<file path="config.mk">
export PLATFORM = sky130hd
export DESIGN_NAME = sorted_key_table_core
export DESIGN_NICKNAME = d
export VERILOG_FILES = /design/src/rtl/core/skt_pkg.sv /design/src/rtl/core/sorted_key_table_core.sv /design/src/rtl/core/skt_mem.sv
export SDC_FILE = /design/constraint.sdc
export NUM_CORES = 2
export LEC_CHECK = 0
export BUFFER_PORTS_ARGS = -buffer_cell sky130_fd_sc_hd__buf_2
export CORE_ASPECT_RATIO = 1.1
export CORE_MARGIN = 3
export CORE_UTILIZATION = 55
export CTS_BUF_LIST = sky130_fd_sc_hd__clkbuf_8
export CTS_CLUSTER_DIAMETER = 150
export DETAILED_ROUTE_END_ITERATION = 16
export PLACE_DENSITY = 0.72
export SLEW_MARGIN = 25
export SYNTH_ARGS = -nofsm -noshare
export SYNTH_HDL_FRONTEND = slang
export SYNTH_SLANG_ARGS = --single-unit
</file>
<file path="constraint.sdc">
create_clock -name aclk -period 17.8 [get_ports aclk]
set_input_delay 2.67 -clock aclk [delete_from_list [all_inputs] [get_ports aclk]]
set_output_delay 2.67 -clock aclk [all_outputs]
set_load 0.05 [all_outputs]
</file>
<file path="src/rtl/core/skt_pkg.sv">
// Shared constants and types for the sorted key table.
package skt_pkg;

    // Field widths of the stream beats.
    localparam int CMD_W     = 3;
    localparam int KEY_W     = 64;
    localparam int PAYLOAD_W = 32;
    localparam int POS_W     = 5;
    localparam int STATUS_W  = 2;
    localparam int COUNT_W   = 6;

    // Packed beat widths, padded to whole bytes.
    localparam int S_TDATA_W = 104;
    localparam int M_TDATA_W = 112;
    localparam int M_PAD_W   = M_TDATA_W - (POS_W + KEY_W + PAYLOAD_W + COUNT_W);

    // Command codes.
    localparam logic [CMD_W-1:0] CMD_INSERT = 3'd0;
    localparam logic [CMD_W-1:0] CMD_DELETE = 3'd1;
    localparam logic [CMD_W-1:0] CMD_UPDATE = 3'd2;
    localparam logic [CMD_W-1:0] CMD_FIND   = 3'd3;
    localparam logic [CMD_W-1:0] CMD_READ   = 3'd4;

    // Status codes.
    localparam logic [STATUS_W-1:0] STAT_OK        = 2'd0;
    localparam logic [STATUS_W-1:0] STAT_FULL      = 2'd1;
    localparam logic [STATUS_W-1:0] STAT_NOT_FOUND = 2'd2;
    localparam logic [STATUS_W-1:0] STAT_RANGE     = 2'd3;

    // One finished result, before it moves to the output register.
    typedef struct packed {
        logic [STATUS_W-1:0]  status;
        logic [POS_W-1:0]     found_position;
        logic [KEY_W-1:0]     found_key;
        logic [PAYLOAD_W-1:0] found_payload;
    } result_t;

endpackage

</file>
<file path="src/rtl/core/sorted_key_table_core.sv">
// Top level of the sorted key table: command sequencer, entry store and result register.
//
// The block keeps up to DEPTH entries (key and payload) in ascending unsigned key order
// and serves one command at a time: insert, delete at position, update at position,
// find key (highest matching index) and read position. Each command beat gives exactly
// one result beat that also reports the entry count. All entries live in one memory
// with a single write port and a single registered read port, and the sequencer moves
// at most one entry per cycle through it, which sets the time per command. An insert
// runs a forward scan up to the place of the new entry, then a shift of the larger
// keys, which together read every entry; a delete at position p moves the entries
// above p down, a find scans backward from the top, and read, update, a full table
// or a bad position need no scan. The input is ready only while no command is in
// progress; a result waiting in the output register does not block the next command.
// No clearing pass runs after reset.
module sorted_key_table_core #(
    parameter int DEPTH        = 32,
    parameter int KEY_BITS     = 64,
    parameter int PAYLOAD_BITS = 32
) (
    input  logic                           aclk,
    input  logic                           aresetn,
    // Command channel.
    input  logic                           s_axis_tvalid,
    output logic                           s_axis_tready,
    // tdata: key [63:0], payload [95:64], position [100:96], zero pad.
    input  logic [skt_pkg::S_TDATA_W-1:0]  s_axis_tdata,
    // tuser: cmd [2:0].
    input  logic [skt_pkg::CMD_W-1:0]      s_axis_tuser,
    // Result channel.
    output logic                           m_axis_tvalid,
    input  logic                           m_axis_tready,
    // tdata: found_position [4:0], found_key [68:5], found_payload [100:69],
    //        entry_count [106:101], zero pad.
    output logic [skt_pkg::M_TDATA_W-1:0]  m_axis_tdata,
    // tuser: status [1:0].
    output logic [skt_pkg::STATUS_W-1:0]   m_axis_tuser
);

    import skt_pkg::*;

    localparam int IW    = $clog2(DEPTH);
    localparam int CW    = $clog2(DEPTH + 1);
    localparam int EXT_W = (CW > COUNT_W) ? CW : COUNT_W;
    localparam int PSW   = (PAYLOAD_BITS < PAYLOAD_W) ? PAYLOAD_BITS : PAYLOAD_W;
    localparam int EW    = KEY_BITS + PSW;

    typedef enum logic [7:0] {
        ST_IDLE      = 8'b0000_0001,
        ST_SCAN      = 8'b0000_0010,
        ST_MOVE_UP   = 8'b0000_0100,
        ST_WRITE_NEW = 8'b0000_1000,
        ST_MOVE_DN   = 8'b0001_0000,
        ST_FIND      = 8'b0010_0000,
        ST_READ      = 8'b0100_0000,
        ST_POST      = 8'b1000_0000
    } state_t;

    // Widening helpers for index and field conversions.
    function automatic logic [EXT_W-1:0] ext_idx(input logic [IW-1:0] idx);
        ext_idx          = '0;
        ext_idx[IW-1:0]  = idx;
    endfunction

    function automatic logic [POS_W-1:0] pos_of(input logic [IW-1:0] idx);
        logic [EXT_W-1:0] w;
        w      = ext_idx(idx);
        pos_of = w[POS_W-1:0];
    endfunction

    function automatic logic [KEY_W-1:0] key_out(input logic [KEY_BITS-1:0] k);
        key_out                = '0;
        key_out[KEY_BITS-1:0]  = k;
    endfunction

    function automatic logic [PAYLOAD_W-1:0] pay_out(input logic [PSW-1:0] p);
        pay_out           = '0;
        pay_out[PSW-1:0]  = p;
    endfunction

    state_t                state_reg, state_next;
    logic [CW-1:0]         count_reg, count_next;
    logic [KEY_BITS-1:0]   key_reg, key_next;
    logic [PSW-1:0]        pay_reg, pay_next;
    logic [IW-1:0]         addr_reg, addr_next;
    logic                  iss_reg, iss_next;
    logic                  lag_vld_reg, lag_vld_next;
    logic [IW-1:0]         lag_addr_reg, lag_addr_next;
    logic [IW-1:0]         at_reg, at_next;
    result_t               res_reg, res_next;
    logic                  m_valid_reg, m_valid_next;
    logic [M_TDATA_W-1:0]  m_data_reg, m_data_next;
    logic [STATUS_W-1:0]   m_user_reg, m_user_next;

    logic                  mem_wr_en;
    logic [IW-1:0]         mem_wr_addr;
    logic [EW-1:0]         mem_wr_data;
    logic                  mem_rd_en;
    logic [IW-1:0]         mem_rd_addr;
    logic [EW-1:0]         mem_rd_data;

    logic [KEY_BITS-1:0]   rd_key;
    logic [PSW-1:0]        rd_pay;
    logic [KEY_BITS-1:0]   in_key;
    logic [PSW-1:0]        in_pay;
    logic [POS_W-1:0]      in_pos;
    logic [EXT_W-1:0]      in_pos_w;
    logic [IW-1:0]         in_pos_idx;
    logic [EXT_W-1:0]      count_w;
    logic [CW-1:0]         count_m1;
    logic [IW-1:0]         count_m1_idx;
    logic [EXT_W-1:0]      addr_w;
    logic                  s_accept;
    logic                  out_free;

    // Field unpacking and index widening.
    assign in_key     = s_axis_tdata[KEY_BITS-1:0];
    assign in_pay     = s_axis_tdata[KEY_W+PSW-1:KEY_W];
    assign in_pos     = s_axis_tdata[KEY_W+PAYLOAD_W+POS_W-1:KEY_W+PAYLOAD_W];
    assign rd_key     = mem_rd_data[EW-1:PSW];
    assign rd_pay     = mem_rd_data[PSW-1:0];

    always_comb begin
        in_pos_w               = '0;
        in_pos_w[POS_W-1:0]    = in_pos;
        count_w                = '0;
        count_w[CW-1:0]        = count_reg;
    end

    assign in_pos_idx   = in_pos_w[IW-1:0];
    assign count_m1     = count_reg - CW'(1);
    assign count_m1_idx = count_m1[IW-1:0];
    assign addr_w       = ext_idx(addr_reg);

    assign s_axis_tready = (state_reg == ST_IDLE);
    assign s_accept      = s_axis_tvalid && (state_reg == ST_IDLE);
    assign out_free      = !m_valid_reg || m_axis_tready;

    // Command sequencer.
    always_comb begin
        state_next    = state_reg;
        count_next    = count_reg;
        key_next      = key_reg;
        pay_next      = pay_reg;
        addr_next     = addr_reg;
        iss_next      = iss_reg;
        at_next       = at_reg;
        res_next      = res_reg;
        lag_vld_next  = 1'b0;
        lag_addr_next = addr_reg;
        m_valid_next  = m_valid_reg;
        m_data_next   = m_data_reg;
        m_user_next   = m_user_reg;
        mem_wr_en     = 1'b0;
        mem_wr_addr   = at_reg;
        mem_wr_data   = {key_reg, pay_reg};
        mem_rd_en     = 1'b0;
        mem_rd_addr   = addr_reg;

        // A taken result frees the output register.
        if (m_valid_reg && m_axis_tready) begin
            m_valid_next = 1'b0;
        end

        unique case (state_reg)
            ST_IDLE: begin
                if (s_accept) begin
                    key_next = in_key;
                    pay_next = in_pay;
                    res_next = '0;
                    priority if (s_axis_tuser == CMD_INSERT) begin
                        if (count_reg == CW'(DEPTH)) begin
                            res_next.status = STAT_FULL;
                            state_next      = ST_POST;
                        end else begin
                            addr_next  = '0;
                            state_next = ST_SCAN;
                        end
                    end else if (s_axis_tuser == CMD_DELETE) begin
                        if (in_pos_w >= count_w) begin
                            res_next.status = STAT_RANGE;
                            state_next      = ST_POST;
                        end else begin
                            iss_next   = (in_pos_w + EXT_W'(1)) < count_w;
                            addr_next  = in_pos_idx + IW'(1);
                            state_next = ST_MOVE_DN;
                        end
                    end else if (s_axis_tuser == CMD_UPDATE) begin
                        if (in_pos_w >= count_w) begin
                            res_next.status = STAT_RANGE;
                        end else begin
                            mem_wr_en   = 1'b1;
                            mem_wr_addr = in_pos_idx;
                            mem_wr_data = {in_key, in_pay};
                        end
                        state_next = ST_POST;
                    end else if (s_axis_tuser == CMD_FIND) begin
                        if (count_reg == '0) begin
                            res_next.status = STAT_NOT_FOUND;
                            state_next      = ST_POST;
                        end else begin
                            addr_next  = count_m1_idx;
                            iss_next   = 1'b1;
                            state_next = ST_FIND;
                        end
                    end else if (s_axis_tuser == CMD_READ) begin
                        if (in_pos_w >= count_w) begin
                            res_next.status = STAT_RANGE;
                            state_next      = ST_POST;
                        end else begin
                            mem_rd_en     = 1'b1;
                            mem_rd_addr   = in_pos_idx;
                            lag_vld_next  = 1'b1;
                            lag_addr_next = in_pos_idx;
                            state_next    = ST_READ;
                        end
                    end else begin
                        state_next = ST_POST;
                    end
                end
            end

            // Forward scan for the first key that is not smaller.
            ST_SCAN: begin
                if (lag_vld_reg && (rd_key >= key_reg)) begin
                    at_next    = lag_addr_reg;
                    addr_next  = count_m1_idx;
                    iss_next   = 1'b1;
                    state_next = ST_MOVE_UP;
                end else if (!lag_vld_reg && (addr_w >= count_w)) begin
                    at_next    = count_reg[IW-1:0];
                    state_next = ST_WRITE_NEW;
                end else if (addr_w < count_w) begin
                    mem_rd_en     = 1'b1;
                    lag_vld_next  = 1'b1;
                    lag_addr_next = addr_reg;
                    addr_next     = addr_reg + IW'(1);
                end
            end

            // Shift entries from the top down to the insert point, one per cycle.
            ST_MOVE_UP: begin
                if (lag_vld_reg) begin
                    mem_wr_en   = 1'b1;
                    mem_wr_addr = lag_addr_reg + IW'(1);
                    mem_wr_data = mem_rd_data;
                end
                if (iss_reg) begin
                    mem_rd_en     = 1'b1;
                    lag_vld_next  = 1'b1;
                    lag_addr_next = addr_reg;
                    if (addr_reg == at_reg) begin
                        iss_next = 1'b0;
                    end else begin
                        addr_next = addr_reg - IW'(1);
                    end
                end else if (!lag_vld_reg) begin
                    state_next = ST_WRITE_NEW;
                end
            end

            // Place the new entry.
            ST_WRITE_NEW: begin
                mem_wr_en               = 1'b1;
                mem_wr_addr             = at_reg;
                count_next              = count_reg + CW'(1);
                res_next.status         = STAT_OK;
                res_next.found_position = pos_of(at_reg);
                res_next.found_key      = key_out(key_reg);
                res_next.found_payload  = pay_out(pay_reg);
                state_next              = ST_POST;
            end

            // Close the gap above the deleted entry.
            ST_MOVE_DN: begin
                if (lag_vld_reg) begin
                    mem_wr_en   = 1'b1;
                    mem_wr_addr = lag_addr_reg - IW'(1);
                    mem_wr_data = mem_rd_data;
                end
                if (iss_reg) begin
                    mem_rd_en     = 1'b1;
                    lag_vld_next  = 1'b1;
                    lag_addr_next = addr_reg;
                    if (addr_w == (count_w - EXT_W'(1))) begin
                        iss_next = 1'b0;
                    end else begin
                        addr_next = addr_reg + IW'(1);
                    end
                end else if (!lag_vld_reg) begin
                    count_next = count_m1;
                    state_next = ST_POST;
                end
            end

            // Backward scan for the highest equal key.
            ST_FIND: begin
                if (lag_vld_reg && (rd_key == key_reg)) begin
                    res_next.status         = STAT_OK;
                    res_next.found_position = pos_of(lag_addr_reg);
                    res_next.found_key      = key_out(rd_key);
                    res_next.found_payload  = pay_out(rd_pay);
                    state_next              = ST_POST;
                end else if (iss_reg) begin
                    mem_rd_en     = 1'b1;
                    lag_vld_next  = 1'b1;
                    lag_addr_next = addr_reg;
                    if (addr_reg == '0) begin
                        iss_next = 1'b0;
                    end else begin
                        addr_next = addr_reg - IW'(1);
                    end
                end else if (!lag_vld_reg) begin
                    res_next.status = STAT_NOT_FOUND;
                    state_next      = ST_POST;
                end
            end

            ST_READ: begin
                res_next.status         = STAT_OK;
                res_next.found_position = pos_of(lag_addr_reg);
                res_next.found_key      = key_out(rd_key);
                res_next.found_payload  = pay_out(rd_pay);
                state_next              = ST_POST;
            end

            // Hand the result to the output register once it is free.
            ST_POST: begin
                if (out_free) begin
                    m_valid_next = 1'b1;
                    m_data_next  = {{M_PAD_W{1'b0}}, count_w[COUNT_W-1:0],
                                    res_reg.found_payload, res_reg.found_key,
                                    res_reg.found_position};
                    m_user_next  = res_reg.status;
                    state_next   = ST_IDLE;
                end
            end

            default: begin
                state_next = ST_IDLE;
            end
        endcase
    end

    // Control registers.
    always_ff @(posedge aclk) begin
        if (!aresetn) begin
            state_reg   <= ST_IDLE;
            count_reg   <= '0;
            iss_reg     <= 1'b0;
            lag_vld_reg <= 1'b0;
            m_valid_reg <= 1'b0;
        end else begin
            state_reg   <= state_next;
            count_reg   <= count_next;
            iss_reg     <= iss_next;
            lag_vld_reg <= lag_vld_next;
            m_valid_reg <= m_valid_next;
        end
    end

    // Payload registers.
    always_ff @(posedge aclk) begin
        key_reg      <= key_next;
        pay_reg      <= pay_next;
        addr_reg     <= addr_next;
        lag_addr_reg <= lag_addr_next;
        at_reg       <= at_next;
        res_reg      <= res_next;
        m_data_reg   <= m_data_next;
        m_user_reg   <= m_user_next;
    end

    assign m_axis_tvalid = m_valid_reg;
    assign m_axis_tdata  = m_data_reg;
    assign m_axis_tuser  = m_user_reg;

    skt_mem #(
        .DEPTH (DEPTH),
        .WIDTH (EW)
    ) u_mem (
        .aclk    (aclk),
        .wr_en   (mem_wr_en),
        .wr_addr (mem_wr_addr),
        .wr_data (mem_wr_data),
        .rd_en   (mem_rd_en),
        .rd_addr (mem_rd_addr),
        .rd_data (mem_rd_data)
    );

    // The entry count never passes the table depth.
    assert property (@(posedge aclk) disable iff (!aresetn)
        count_reg <= CW'(DEPTH))
        else $error("entry count beyond table depth");

    // The store is written only while a command is being worked on.
    assert property (@(posedge aclk) disable iff (!aresetn)
        (state_reg == ST_IDLE && !s_accept) |-> !mem_wr_en)
        else $error("store written while idle");

    // A placed entry raises the count by exactly one.
    assert property (@(posedge aclk) disable iff (!aresetn)
        (state_reg == ST_WRITE_NEW) |=> (count_reg == CW'($past(count_reg) + CW'(1))))
        else $error("insert did not raise the count by one");

    // The upward shift never writes at or below the insert point.
    assert property (@(posedge aclk) disable iff (!aresetn)
        (state_reg == ST_MOVE_UP && mem_wr_en) |-> (mem_wr_addr > at_reg))
        else $error("upward shift overwrote the insert point");

    // A result handed over appears on the output in the next cycle.
    assert property (@(posedge aclk) disable iff (!aresetn)
        (state_reg == ST_POST && out_free) |=> m_axis_tvalid)
        else $error("finished result not presented");

endmodule

</file>
<file path="src/rtl/core/skt_mem.sv">
// Entry store of the sorted key table: one write port and one registered read port.
module skt_mem #(
    parameter int DEPTH = 32,
    parameter int WIDTH = 96
) (
    input  logic                     aclk,
    input  logic                     wr_en,
    input  logic [$clog2(DEPTH)-1:0] wr_addr,
    input  logic [WIDTH-1:0]         wr_data,
    input  logic                     rd_en,
    input  logic [$clog2(DEPTH)-1:0] rd_addr,
    output logic [WIDTH-1:0]         rd_data
);

    logic [WIDTH-1:0] mem [DEPTH];
    logic [WIDTH-1:0] rd_data_reg;

    // Write port.
    always_ff @(posedge aclk) begin
        if (wr_en) begin
            mem[wr_addr] <= wr_data;
        end
    end

    // Read port; the data holds until the next read.
    always_ff @(posedge aclk) begin
        if (rd_en) begin
            rd_data_reg <= mem[rd_addr];
        end
    end

    assign rd_data = rd_data_reg;

endmodule

</file>
==> results.yml <==
synthesis:
  netlist_instances: 9402
  synth.most_common_cell: "edfxtp_1"
  syn_area_um2: 136800
  synthArstFlopShare: 0
  yosys.area.top_type_share: 0.7654
  synth-warning-count: 0
  synth_cell_type_count: 73
  avgSynthCellArea_um2: 14.55
  synthTopCellsByArea: "edfxtp_1 77%, nand2_1 6.0%, mux2i_1 2.9%, a21oi_1 1.9%, o22ai_1 1.4%"
  ys_top_cells_by_count: "3486 x edfxtp_1, 2193 x nand2_1, 519 x a21oi_1"
  ys_seq_area_frac: 0.7686
  ys_ff_latch: 3508
  netlist.top_cell.by_area: "edfxtp_1"
  ys.flop_type: "edfxtp_1"
  synth-edff-count: 3486
power:
  pwr-share-clk: 0.345
  ir_worst_vdd_mv: 0.05542
  sequentialPowerShare: 0.538
  p_int_w: 0.01286
  comb_power_share: 0.117
  leakage_nw: 51.21
  power_density_nw_per_um2: 115.7
  switchingPower_w: 0.004667
  switching_share: 0.2662
place:
  placedCellCount: 12490
  place_hpwl_um: 210900
  io_buffer_count: 218
  pre_cts_slack_ps: 7644
  dpl_cell_area_um2: 141800
  globalplace.congestion: 0.9121
cts:
  cts.path.max_buffers: 4
  post_cts_resized: 0
  insertion_delay_ps: 1060
  hold_buffers: 0
  cts.clk_slew.worst_paths_ps: 60
  htreeDepth: 6
  cts_setup_buffers: 0
  clock-sinks: 3508
  numCtsBuffers: 552
  cts_root_buf: "clkbuf_8"
  cts_tree: "yes"
worst_setup_path:
  cp-start-kind: "primary input"
  cp-end-kind: "flop"
  reg2reg_from: "count_reg[3]"
  cp_slowest_stage_delay_ps: 840
  crit_fanout: 172
  crit_start: "s_axis_tdata[96]"
  crit_type: "primary input to flop"
  crit_family: "buffers and inverters"
  ff2ff_path_depth: 14
  r2r_end: "u_mem.rd_data[79]"
  crit_buf_inv: 6
  reg2reg_slack_ps: 9830
  crit_chain: "buf_2 -> inv_1 -> ha_1 -> nor3b_1 -> o21ai_1 -> a211o_1 -> mux2i_4 -> buf_12 -> buf_6 -> buf_4 -> buf_4 -> mux2i_1 -> o22ai_1 -> nor4_1 -> a211oi_1"
  cp.required_ps: 18540
  cp_slowest_cell: "mux2i_4"
  crit_arrival_ps: 9730
  cp_common_cell: "buf_4"
job:
  cap_violations: 0
floorplan:
  row_count: 191
  core_um2: 246900
  dieWidth_um: 481.5
  boundaryPins: 227
  dieArea_um2: 254700
  start_util: 0.5540
  die_h_um: 529.0
sta:
  finalWorstSetupSlack_ps: 8808
  max_freq_mhz: 111.2
  grt_setup_unrepaired: "no"
  post-route-period-util: 0.5052
  fin_setup_tns_ps: 0
  setup_viol: 0
  final_hold_viol_count: 0
  fin_crit_ps: 8992
  worst_slew_pin_slew_ps: 1200
  slew_viol_final: 0
  slew_headroom: 0.1999
  finalClockSkew_ps: 77.47
route:
  routed-via-count: 87610
  routedWlPerCell_um: 29.98
  via_per_inst: 6.508
  drt_iter0_drc: 12810
  drc: 0
  drt_pass1_iterations: 6
  antenna_left: 0
  drt_wl_total_um: 403600
run_status:
  status: "complete, no violations"
min_path:
  min_to: "m_axis_tdata[59]"
  hold_start: "res_reg[86]"
  min_path_type: "flop to flop"
  min_path_cells: 0
global_routing:
  grt_pass1_wl_um: 576400
  grt_max_degree: 173
  grt_usage: 0.3109
  grt-ovfl-total: 0
  antenna_found_initial: 32
  grt_pass1_vias: 85660
final_layout:
  largest_register_ffs: 3072
  final_layout_size_suffix_gt1_frac: 0.1163
  area_delta_synth_final_pct: 10.81
  final_util: 0.6140
  nNetsFinal: 9964
  fill_cells: 17820
  fin_area_um2: 151600
  final_cells: 13460
[cells by family (layout without fill, tap and decap cells)]
logic type / count (synthesis) / after routing / share of synthesized area
xor gates and xnor gates: 27 / 27 / 0.001729
adders and majority gates: 89 / 89 / 0.008123
buffers and inverters: 699 / 1447 / 0.02089
muxes: 400 / 400 / 0.02941
DFF: 3508 / 3508 / 0.7686
other: 1 / 32 / 0.00002742
and+or+nand+nor: 2963 / 2963 / 0.09089
AOI/OAI and AO/OA: 1715 / 1715 / 0.08035
[power groups by stage]
stage,Combinational [W],Clock (W),Sequential (W)
floorplan,0.00123,0,0.00961
global placement,0.00194,0,0.00959
CTS,0.00200,0.00611,0.00943
detailed placement,0.00200,0,0.00960
global route,0.00217,0.00647,0.00942
finish,0.00205,0.00605,0.00942
[how the worst max path moves through the flow]
stage	endpoint	slack [ps]	depth (start not counted)
after floorplan	res_reg[0]	7040	2
after global placement	u_mem.rd_data[79]	7790	15
after detailed placement	u_mem.rd_data[79]	7640	15
after CTS	u_mem.rd_data[79]	8730	15
after global routing	u_mem.rd_data[79]	8620	15
final	u_mem.rd_data[79]	8810	15
[routing by layer]
metal  part of all wire  vias up  global-route usage
met3               0.12     1218             0.06619
met2               0.46     6400              0.4858
met1               0.35    43330              0.4069
met4              0.064        6              0.1769
met5           0.000094        -                   0
li1                   -    36650                   -
[cells in the final DEF (no fill, tap or decap), types with 93 or more instances in the layout]
cell type and instances:
nand2_1 2181, a211oi_1 100, a2111oi_0 93, nand4_1 117
clkbuf_8 568, clkinv_1 111, o221ai_1 97, inv_1 283
buf_2 218, a31oi_1 200, buf_4 157, o21ai_0 178
o22ai_1 296, edfxtp_1 3486, nand3_1 308, mux2i_1 385
nor4_1 104, a21oi_1 519
[final cells by class]
| type | instances | area (µm²) | share of cell area |
|---|---|---|---|
| repair buffers | 410 | 2934 | 0.01936 |
| inverters | 94 | 385.4 | 0.002543 |
| multi-input cells | 5199 | 29420 | 0.1941 |
| clock buffers | 568 | 7818 | 0.05158 |
| well taps | 3281 | 4105 | 0.02709 |
| clock inverters | 375 | 1718 | 0.01133 |
| diodes | 27 | 67.56 | 0.0004458 |
| flip-flops and latches | 3508 | 105100 | 0.6936 |
[worst register-to-register path, delay by kind of cell, from the launching register on]
kind | cells | cell delay [ps]
flops | 1 | 550
fa+ha+maj | 1 | 380
mux | 2 | 1200
buf+inv | 5 | 3540
compound gates | 5 | 1610
simple gates | 1 | 370
[per-stage QoR]
stage,hold slack (ps),power (W)
6_report,391.5,0.01753
3_3_place_gp,401.7,0.01153
4_1_cts,405.1,0.01754
3_5_place_dp,404.5,0.01159
5_1_grt,421.1,0.01807
2_1_floorplan,400.3,0.01084
No activity file was read; power rests on OpenSTA's default activity.
